$ cat src/hsv2rgb_pkg.sv
// ----------------------------------------------------------------------------
// hsv2rgb_pkg
// Shared types and constants for the HSV to RGBA converter pipeline.
// ----------------------------------------------------------------------------
`default_nettype none

package hsv2rgb_pkg;

	// degrees per hue sector
	localparam int SECTOR_DEG = 60;

	// chroma and value*100, units of 1/10000
	typedef logic [13:0] chroma_t;

	// channel amount scaled by 60, units of 1/600000 (max 600000)
	typedef logic [19:0] amount_t;

	// hue sector floor(h/60)
	typedef enum logic [2:0] {
		SEC_RY = 3'd0,
		SEC_YG = 3'd1,
		SEC_GC = 3'd2,
		SEC_CB = 3'd3,
		SEC_BM = 3'd4,
		SEC_MR = 3'd5
	} sector_t;

endpackage

`default_nettype wire

$ cat src/hsv2rgb_front.sv
// ----------------------------------------------------------------------------
// hsv2rgb_front
// Stages 1-2: hue reduction, percent clamp, sector split and chroma product.
// ----------------------------------------------------------------------------
`default_nettype none

module hsv2rgb_front (
	input  wire logic                 clk,
	input  wire logic                 en,
	input  wire logic [9:0]           hue_deg,
	input  wire logic [6:0]           sat_pct,
	input  wire logic [6:0]           val_pct,
	output hsv2rgb_pkg::sector_t      sector_s2,
	output logic [5:0]                w_s2,
	output hsv2rgb_pkg::chroma_t      cc_s2,
	output hsv2rgb_pkg::chroma_t      vh_s2
);

	localparam int PCT_MAX  = 100;
	localparam int HUE_FULL = 360;
	localparam int SD       = hsv2rgb_pkg::SECTOR_DEG;

	logic [8:0] h_s1;
	logic [6:0] s_s1;
	logic [6:0] v_s1;

	logic [9:0] hue_red;
	logic [6:0] sat_cl;
	logic [6:0] val_cl;

	always_comb begin
		if (hue_deg >= 10'(2 * HUE_FULL)) begin
			hue_red = hue_deg - 10'(2 * HUE_FULL);
		end else if (hue_deg >= 10'(HUE_FULL)) begin
			hue_red = hue_deg - 10'(HUE_FULL);
		end else begin
			hue_red = hue_deg;
		end
		sat_cl = (sat_pct > 7'(PCT_MAX)) ? 7'(PCT_MAX) : sat_pct;
		val_cl = (val_pct > 7'(PCT_MAX)) ? 7'(PCT_MAX) : val_pct;
	end

	always_ff @(posedge clk) begin
		if (en) begin
			h_s1 <= hue_red[8:0];
			s_s1 <= sat_cl;
			v_s1 <= val_cl;
		end
	end

	hsv2rgb_pkg::sector_t sec;
	logic [8:0]           base;
	logic [8:0]           frac9;
	logic [5:0]           frac;
	logic [5:0]           w;

	always_comb begin
		if (h_s1 >= 9'(5 * SD)) begin
			sec  = hsv2rgb_pkg::SEC_MR;
			base = 9'(5 * SD);
		end else if (h_s1 >= 9'(4 * SD)) begin
			sec  = hsv2rgb_pkg::SEC_BM;
			base = 9'(4 * SD);
		end else if (h_s1 >= 9'(3 * SD)) begin
			sec  = hsv2rgb_pkg::SEC_CB;
			base = 9'(3 * SD);
		end else if (h_s1 >= 9'(2 * SD)) begin
			sec  = hsv2rgb_pkg::SEC_GC;
			base = 9'(2 * SD);
		end else if (h_s1 >= 9'(SD)) begin
			sec  = hsv2rgb_pkg::SEC_YG;
			base = 9'(SD);
		end else begin
			sec  = hsv2rgb_pkg::SEC_RY;
			base = 9'd0;
		end
		frac9 = h_s1 - base;
		frac  = frac9[5:0];
		// x weight: rising in even sectors, falling in odd ones
		case (sec)
			hsv2rgb_pkg::SEC_YG,
			hsv2rgb_pkg::SEC_CB,
			hsv2rgb_pkg::SEC_MR: w = 6'(SD) - frac;
			default:             w = frac;
		endcase
	end

	always_ff @(posedge clk) begin
		if (en) begin
			sector_s2 <= sec;
			w_s2      <= w;
			cc_s2     <= {7'd0, v_s1} * {7'd0, s_s1};
			vh_s2     <= {7'd0, v_s1} * 14'(PCT_MAX);
		end
	end

endmodule

`default_nettype wire

$ cat src/hsv2rgb_mix.sv
// ----------------------------------------------------------------------------
// hsv2rgb_mix
// Stages 3-4: scaled chroma, x and offset, then per-channel placement.
// ----------------------------------------------------------------------------
`default_nettype none

module hsv2rgb_mix (
	input  wire logic                 clk,
	input  wire logic                 en,
	input  wire hsv2rgb_pkg::sector_t sector_s2,
	input  wire logic [5:0]           w_s2,
	input  wire hsv2rgb_pkg::chroma_t cc_s2,
	input  wire hsv2rgb_pkg::chroma_t vh_s2,
	output hsv2rgb_pkg::amount_t      r_s4,
	output hsv2rgb_pkg::amount_t      g_s4,
	output hsv2rgb_pkg::amount_t      b_s4
);

	localparam int SD = hsv2rgb_pkg::SECTOR_DEG;

	hsv2rgb_pkg::sector_t sector_s3;
	hsv2rgb_pkg::amount_t c60_s3;
	hsv2rgb_pkg::amount_t x60_s3;
	hsv2rgb_pkg::amount_t m60_s3;

	always_ff @(posedge clk) begin
		if (en) begin
			sector_s3 <= sector_s2;
			c60_s3    <= {6'd0, cc_s2} * 20'(SD);
			x60_s3    <= {6'd0, cc_s2} * {14'd0, w_s2};
			m60_s3    <= ({6'd0, vh_s2} - {6'd0, cc_s2}) * 20'(SD);
		end
	end

	hsv2rgb_pkg::amount_t cm;
	hsv2rgb_pkg::amount_t xm;
	hsv2rgb_pkg::amount_t r;
	hsv2rgb_pkg::amount_t g;
	hsv2rgb_pkg::amount_t b;

	// sums never exceed 600000
	assign cm = c60_s3 + m60_s3;
	assign xm = x60_s3 + m60_s3;

	always_comb begin
		case (sector_s3)
			hsv2rgb_pkg::SEC_RY: begin r = cm;     g = xm;     b = m60_s3; end
			hsv2rgb_pkg::SEC_YG: begin r = xm;     g = cm;     b = m60_s3; end
			hsv2rgb_pkg::SEC_GC: begin r = m60_s3; g = cm;     b = xm;     end
			hsv2rgb_pkg::SEC_CB: begin r = m60_s3; g = xm;     b = cm;     end
			hsv2rgb_pkg::SEC_BM: begin r = xm;     g = m60_s3; b = cm;     end
			default:             begin r = cm;     g = m60_s3; b = xm;     end
		endcase
	end

	always_ff @(posedge clk) begin
		if (en) begin
			r_s4 <= r;
			g_s4 <= g;
			b_s4 <= b;
		end
	end

endmodule

`default_nettype wire

$ cat src/hsv2rgb_quant.sv
// ----------------------------------------------------------------------------
// hsv2rgb_quant
// Stages 5-8: byte = floor((255*a + 300000) / 600000) by reciprocal multiply.
// ----------------------------------------------------------------------------
`default_nettype none

module hsv2rgb_quant (
	input  wire logic                 clk,
	input  wire logic                 en,
	input  wire hsv2rgb_pkg::amount_t amount_s4,
	output logic [7:0]                chan_s8
);

	localparam int ROUND_BIAS = 300000;
	// 600000 = 64 * DIVISOR
	localparam int DIVISOR    = 9375;
	localparam longint RECIP  = (64'd1 << 32) / DIVISOR;

	logic [27:0] num;
	logic [21:0] t_s5;

	assign num = {8'd0, amount_s4} * 28'd255 + 28'(ROUND_BIAS);

	always_ff @(posedge clk) begin
		if (en) begin
			t_s5 <= num[27:6];
		end
	end

	logic [40:0] prod;
	logic [21:0] t_s6;
	logic [7:0]  q0_s6;

	// estimate is exact or one low
	assign prod = {19'd0, t_s5} * 41'(RECIP);

	always_ff @(posedge clk) begin
		if (en) begin
			t_s6  <= t_s5;
			q0_s6 <= prod[39:32];
		end
	end

	logic [21:0] t_s7;
	logic [21:0] p_s7;
	logic [7:0]  q0_s7;

	always_ff @(posedge clk) begin
		if (en) begin
			t_s7  <= t_s6;
			q0_s7 <= q0_s6;
			p_s7  <= {14'd0, q0_s6} * 22'(DIVISOR);
		end
	end

	logic [21:0] rem;
	logic [8:0]  qn;

	assign rem = t_s7 - p_s7;
	assign qn  = {1'b0, q0_s7} + {8'd0, (rem >= 22'(DIVISOR))};

	always_ff @(posedge clk) begin
		if (en) begin
			chan_s8 <= (qn > 9'd255) ? 8'hFF : qn[7:0];
		end
	end

endmodule

`default_nettype wire

$ cat src/hsv_to_rgb_converter.sv
// ----------------------------------------------------------------------------
// hsv_to_rgb_converter
// HSV (degrees, percent) to 8-bit RGBA stream converter, fully pipelined.
// ----------------------------------------------------------------------------
// One transaction in and one out per clock while the output is not stalled.
// From input acceptance to the output register, two stages reduce hue and form chroma,
// two place the channel amounts, four quantize each channel through a
// reciprocal multiply and a one-step correction. The whole pipeline holds when
// the output register is full and not taken, so s_axis_tready follows
// m_axis_tready combinationally through one gate.
`default_nettype none

module hsv_to_rgb_converter (
	input  wire logic        clk,
	input  wire logic        arst_n,
	input  wire logic        s_axis_tvalid,
	output logic             s_axis_tready,
	input  wire logic [23:0] s_axis_tdata,   // hue_deg[9:0], sat_pct[16:10], val_pct[23:17]
	output logic             m_axis_tvalid,
	input  wire logic        m_axis_tready,
	output logic [31:0]      m_axis_tdata    // red[7:0], green[15:8], blue[23:16], alpha[31:24]
);

	localparam int DEPTH = 8;

	logic             en;
	logic [DEPTH-1:0] stage_vld_q;

	assign en            = !stage_vld_q[DEPTH-1] || m_axis_tready;
	assign s_axis_tready = en;
	assign m_axis_tvalid = stage_vld_q[DEPTH-1];

	always_ff @(posedge clk or negedge arst_n) begin
		if (!arst_n) begin
			stage_vld_q <= '0;
		end else if (en) begin
			stage_vld_q <= {stage_vld_q[DEPTH-2:0], s_axis_tvalid};
		end
	end

	hsv2rgb_pkg::sector_t sector_s2;
	logic [5:0]           w_s2;
	hsv2rgb_pkg::chroma_t cc_s2;
	hsv2rgb_pkg::chroma_t vh_s2;

	hsv2rgb_front u_front (
		.clk       (clk),
		.en        (en),
		.hue_deg   (s_axis_tdata[9:0]),
		.sat_pct   (s_axis_tdata[16:10]),
		.val_pct   (s_axis_tdata[23:17]),
		.sector_s2 (sector_s2),
		.w_s2      (w_s2),
		.cc_s2     (cc_s2),
		.vh_s2     (vh_s2)
	);

	hsv2rgb_pkg::amount_t r_s4;
	hsv2rgb_pkg::amount_t g_s4;
	hsv2rgb_pkg::amount_t b_s4;

	hsv2rgb_mix u_mix (
		.clk       (clk),
		.en        (en),
		.sector_s2 (sector_s2),
		.w_s2      (w_s2),
		.cc_s2     (cc_s2),
		.vh_s2     (vh_s2),
		.r_s4      (r_s4),
		.g_s4      (g_s4),
		.b_s4      (b_s4)
	);

	logic [7:0] red_s8;
	logic [7:0] green_s8;
	logic [7:0] blue_s8;

	hsv2rgb_quant u_quant_r (
		.clk       (clk),
		.en        (en),
		.amount_s4 (r_s4),
		.chan_s8   (red_s8)
	);

	hsv2rgb_quant u_quant_g (
		.clk       (clk),
		.en        (en),
		.amount_s4 (g_s4),
		.chan_s8   (green_s8)
	);

	hsv2rgb_quant u_quant_b (
		.clk       (clk),
		.en        (en),
		.amount_s4 (b_s4),
		.chan_s8   (blue_s8)
	);

	assign m_axis_tdata = {8'hFF, blue_s8, green_s8, red_s8};

endmodule

`default_nettype wire

$ cat config.mk
export PLATFORM = sky130hd
export DESIGN_NAME = hsv_to_rgb_converter
export DESIGN_NICKNAME = d
export VERILOG_FILES = /design/src/hsv2rgb_pkg.sv /design/src/hsv2rgb_front.sv /design/src/hsv2rgb_mix.sv /design/src/hsv2rgb_quant.sv /design/src/hsv_to_rgb_converter.sv
export SDC_FILE = /design/constraint.sdc
export NUM_CORES = 2
export LEC_CHECK = 0
export BUFFER_PORTS_ARGS = -buffer_cell sky130_fd_sc_hd__clkbuf_2
export CORE_MARGIN = 5
export CORE_UTILIZATION = 35
export CTS_BUF_LIST = sky130_fd_sc_hd__clkbuf_16
export CTS_CLUSTER_DIAMETER = 30
export DETAILED_ROUTE_END_ITERATION = 16
export GPL_ROUTABILITY_DRIVEN = 0
export PLACE_DENSITY_LB_ADDON = 0.08
export SETUP_SLACK_MARGIN = 0.05
export SYNTH_ARGS = -nofsm -noshare
export SYNTH_HDL_FRONTEND = slang
export SYNTH_SLANG_ARGS = --single-unit
$ cat constraint.sdc
create_clock -name clk -period 21.1 [get_ports clk]
set_input_delay 3.165 -clock clk [delete_from_list [all_inputs] [get_ports clk]]
set_output_delay 3.165 -clock clk [all_outputs]
set_load 0.005 [all_outputs]
---- After elaboration in Yosys (flattened, before gate mapping) ----
Cells that the tools add are included.
storage, ports and cells
  output and inout bits ................... 34
  word-level logic and storage cells ...... 114
  bits of input ports ..................... 28
  bits in registers ....................... 521
operators by class
  $mul .................................... 14
  multiplexer cells ....................... 16
  equal/unequal tests ..................... 7
  order comparisons ....................... 15
  reduce and logical (&&, ||, !) cells .... 10
  add/subtract/negate cells ............... 16
operator list
  kind                      count
  $mul A22 B19 Y40 const B  3
  $pmux W20 S2              3
  $add A28 B19 Y28 const B  3
  $mul A20 B8 Y28 const B   3
  $ge A22 B14 Y1 const B    3
  $mul A8 B14 Y22 const B   3
  $sub A22 B22 Y22          3
  $add A20 B20 Y20          2
  $mux W6                   6
  $add A8 B1 Y9             3
  $gt A9 B8 Y1 const B      3
  $mul A14 B6 Y20           1
  $mul A20 B4 Y18 const B   1
  $ge A9 B8 Y1 const B      2
  $mul A14 B4 Y18 const B   1
  $mux W9                   2
  $sub A14 B14 Y15          1
  $gt A7 B7 Y1 const B      2
  $mul A7 B7 Y14            1
  $mul A7 B5 Y12 const B    1
  $mux W3                   4
  $reduce_or A2 Y1          6
  $ge A10 B10 Y1 const B    1
  $ge A10 B9 Y1 const B     1
  15 further kinds          19

---- Longest topological paths before layout ----
  depth in word-level cells ............... 9
  gate-level depth with buffers ........... 23
  depth with buffers taken out ............ 22

---- Hierarchy ----
A second synthesis with hierarchy kept.
unflattened totals
  cells, all modules ...................... 6279
  area, all modules ....................... 67154.4 um^2
by module, submodules not included
  module                     instances  sequential area each (um^2)  area an instance (um^2)  cells an instance
  hsv2rgb_quant (u_quant_r)  1          3333.2                       16529.6                  1524
  hsv2rgb_quant (u_quant_b)  1          3333.2                       16467.0                  1504
  hsv2rgb_quant (u_quant_g)  1          3333.2                       16407.0                  1494
  hsv2rgb_mix                1          3573.4                       12607.1                  1302
  hsv2rgb_front              1          1741.7                       4743.3                   428
  hsv_to_rgb_converter       1          200.2                        400.4                    27

---- Least setup slack after synthesis ----
No wires, ideal clock.
  path kind ............................... input to output
  start point ............................. input port m_axis_tready
  end point ............................... output port s_axis_tready
  buffers on the path ..................... 1
  data required time ...................... 17.935 ns
  stages .................................. 2
  arrival ................................. 17.263 ns
  slack ................................... 0.672 ns
  path through ............................ nand2b_1 clkbuf_1
between the ends
  word-level cells in the longest chain between the ends .. 1
RTL lines
  element             RTL line                    text
  start: declaration  hsv_to_rgb_converter.sv:20  input wire logic m_axis_tready,
  $logic_or A1 B1 Y1  hsv_to_rgb_converter.sv:29  assign en = !stage_vld_q[DEPTH-1] || m_axis_tready;
  end: declaration    hsv_to_rgb_converter.sv:17  output logic s_axis_tready,
Every way passes these cells.

---- Worst setup path in the final report ----
Ends and elaborated chain as after synthesis.

==> summary.md <==
| Metric | Value |
|---|---|
| Status | `finished clean` |
| Largest net degree at the start of global routing | `134` |
| Post-CTS resize count | `0` |
| Reg2reg setup slack | `14.51 ns` |
| Clk root buf | `clkbuf_16` |
| DRT iter0 DRCs | `1,629` |
| Routed via count | `41,953` |
| CP Launch Type | `primary input` |
| Commonest non-fill, non-tap cell in the layout | `inv_1` |
| Critical path data required time | `17.94 ns` |
| GR met1 Demand/Resource | `21.0%` |
| N_diodes | `0` |
| Hold Path Class | `reg2reg` |
| Clock transition at path regs | `0.04 ns` |
| CTS tree | `built` |
| Critical Path AT | `4.10 ns` |
| Area occupied by multi-input gates | `44,700 sq um` |
| Fillers | `18,365` |
| M2 GR Usage | `25.8%` |
| Clk sink count | `517` |
| GRT Max-Usage Layer | `met2` |
| Remaining global-route overflow | `0` |
| Crit-path most repeated cell | `clkbuf_2` |
| Port bufs | `53` |
| GR Util All Layers | `15.4%` |
| Path type of the worst setup path | `in2out` |
| CP Capture Type | `primary output` |
| DRT Wirelength | `147,000 um` |
| # rows | `159` |
| Clock latency on the worst-skew pair | `0.79 ns` |
| Seq cells post-synth | `517` |
| Synth async-reset ratio | `1.55%` |
| Distinct cell type count after synthesis | `87` |
| First-pass GRT wire length | `244,000 um` |
| Final ANT Viol Nets | `0` |
| Vias per cell | `4.68` |
| Final setup violation count | `0` |
| Period minus WS final | `7.27 ns` |
| Max Buffers Root-to-Sink | `3` |
| Final Hold Fails | `0` |
| DR WL/cell | `16.4 um` |
| Starting Density | `35.2%` |
| Total of max-cap violations | `0` |
| I/O pin total | `62` |
| Synth warn | `0` |
| Final period util | `34.4%` |
| Headroom to the max-slew limit | `27.0%` |
| Die Y | `445 um` |
| Cts hold-fix bufs | `0` |
| CP max FO | `34` |
| Most frequent cells in the layout | `1,524 x inv_1, 998 x ha_1, 947 x fa_1` |
| R2r endpoint | `u_quant_r.q0_s6[7]` |
| Hold EP | `u_quant_b.t_s7[10]` |
| Slew @ Worst Pin | `1.09 ns` |
| Setup Skew | `0.0362 ns` |
| Post-DP HPWL | `122,000 um` |
| Area growth syn-to-layout | `13.2%` |
| FF/Latch Area | `15,500 sq um` |
| Cell area after synthesis | `66,100 sq um` |
| Slowest stage cell on the critical path | `nand2b_4` |
| Crit path largest cell delay | `0.50 ns` |
| Fraction of layout cells with a size suffix above 1 | `5.84%` |
| Met3 GRT Util | `2.37%` |
| Final nets | `8,317` |
| Hold path start | `u_quant_b.t_s6[10]` |
| Fin cells | `8,972` |
| Syn Area/Cell | `10.7 sq um` |
| DRC errors left | `0` |
| Inserted Clock Buffers | `161` |
| Mapped Cells | `6,169` |
| Core ar. | `188,000 sq um` |
| Post-CTS Setup Repair Bufs | `0` |
| Reg2Reg Depth | `20` |
| Max Slew Vio Count | `0` |
| FF-to-FF Start | `u_quant_r.t_s5[12]` |
| 1st-pass router iterations | `6` |
| Critical Path, Cell by Cell | `clkbuf_2, nand2b_4, clkbuf_2` |
| Ys flop type | `edfxtp_1` |
| Number of synthesized flops with an enable pin | `509` |
| RSZ-0062 raised after global routing | `no` |
| Post-Route Setup TNS | `0 ns` |
| Die Area | `198,000 sq um` |
| Worst hold path stage count | `0` |
| Die Span X | `445 um` |
| Post-synthesis sequential area ratio | `23.4%` |
| Number of global-route vias before repair | `45,793` |
| H-tree levels | `4` |
| Placed insts | `8,676` |
| Initial antenna violation count | `0` |
| Fmax | `0.138 GHz` |
-- cells by family after synthesis --
group | Yosys count | synth area share, %
other | 1 | 0.00567
DFF | 517 | 23.4
and+or+nand+nor | 942 | 6.99
adders and majority gates | 1946 | 47.6
buffers and inverters | 1567 | 8.95
AOI/OAI and AO/OA | 881 | 8.77
xor gates and xnor gates | 290 | 3.86
muxes | 25 | 0.398
-- layout make-up --
cell class                      count  area share (%)
Clock buffer                      161            5.39
Clock inverter                    135            1.83
Inverter                         1502            7.54
Multi-Input combinational cell   4092            59.8
Sequential cell                   517            20.7
Tap cell                         2495            4.17
Timing Repair Buffer               70           0.559
-- routing by layer --
layer	share of wire, %	wire (um)
met3	2.9	4320
met1	48	70200
met4	2.1	3040
met2	47	69800
met5	0	0
-- cells in the mapped netlist, types with 7 or more instances --
| library cell | instances | area share (%) |
|---|---|---|
| o211ai_1 | 21 | 0.24 |
| a31oi_1 | 37 | 0.35 |
| nor2b_1 | 37 | 0.35 |
| buf_4 | 8 | 0.091 |
| a21oi_1 | 253 | 1.9 |
| a221oi_1 | 7 | 0.093 |
| and2_1 | 71 | 0.67 |
| a21o_1 | 101 | 1.1 |
| nor4_1 | 7 | 0.066 |
| and3_1 | 48 | 0.45 |
| fa_1 | 947 | 29 |
| o21bai_1 | 36 | 0.41 |
| o21ai_0 | 150 | 1.1 |
| o2111ai_1 | 11 | 0.15 |
| and4_1 | 7 | 0.093 |
| mux2_2 | 10 | 0.17 |
| nor3b_1 | 7 | 0.080 |
| dfrtp_1 | 8 | 0.30 |
| nand2_1 | 243 | 1.4 |
| inv_1 | 1501 | 8.5 |
| o22ai_1 | 14 | 0.13 |
| nand2b_1 | 37 | 0.35 |
| edfxtp_1 | 509 | 23 |
| o221ai_1 | 7 | 0.093 |
| a22oi_1 | 16 | 0.18 |
| o21a_1 | 50 | 0.57 |
| xor2_1 | 81 | 1.1 |
| nor2_1 | 227 | 1.3 |
| a31o_2 | 10 | 0.13 |
| nand3_1 | 79 | 0.60 |
| a211o_1 | 11 | 0.15 |
| ha_1 | 998 | 19 |
| or2_2 | 26 | 0.25 |
| o31a_1 | 10 | 0.13 |
| xnor2_1 | 208 | 2.8 |
| or3_1 | 23 | 0.22 |
| mux2i_1 | 15 | 0.23 |
| nor3_1 | 79 | 0.60 |
| o31ai_1 | 15 | 0.17 |
| nand4_1 | 22 | 0.21 |
| a2111oi_0 | 11 | 0.15 |
| clkbuf_1 | 54 | 0.31 |
| a211oi_1 | 31 | 0.35 |
| a21boi_0 | 13 | 0.15 |
-- flip-flops by register name, summed over array words and instances (netlist names), 9 cells and up --
register	flops
u_front.cc_s2	14
u_front.h_s1	9
u_front.vh_s2	12
u_mix.b_s4	20
u_mix.c60_s3	18
u_mix.g_s4	20
u_mix.m60_s3	17
u_mix.r_s4	20
u_mix.x60_s3	20
u_quant_b.p_s7	21
u_quant_b.t_s5	22
u_quant_b.t_s6	22
u_quant_b.t_s7	22
u_quant_g.p_s7	21
u_quant_g.t_s5	22
u_quant_g.t_s6	22
u_quant_g.t_s7	22
u_quant_r.p_s7	21
u_quant_r.t_s5	22
u_quant_r.t_s6	22
u_quant_r.t_s7	22
-- how the worst max path moves through the flow --
| stage | to | startpoint | slack [ns] |
|---|---|---|---|
| final | s_axis_tready | m_axis_tready | 13.83 |
| after global placement | s_axis_tready | m_axis_tready | 13.69 |
| after floorplan | s_axis_tready | m_axis_tready | 0.67 |
| after CTS | s_axis_tready | m_axis_tready | 13.70 |
| after detailed placement | s_axis_tready | m_axis_tready | 13.70 |
| after global routing | s_axis_tready | m_axis_tready | 13.70 |
-- metrics by stage --
stage          hold slack, ns  instance area, sq um  setup WS (ns)  util [%]
3_5_place_dp            0.405                 69400          13.70      36.9
4_1_cts                 0.415                 74800          13.70      39.8
3_3_place_gp            0.402                 69400          13.69      36.9
2_1_floorplan           0.400                 66100          0.672         -
6_report                0.410                 74800          13.83      39.8
5_1_grt                 0.418                 74800          13.70      39.8
-- critical path: cells and delay by family --
family / cells / cell delay, ns
buffers and inverters: 2 / 0.41
AND/OR/NAND/NOR: 1 / 0.50
Power is left out: the tool's default activity adds up to more than one toggle a clock period on the data nets, which glitch-free logic cannot reach.
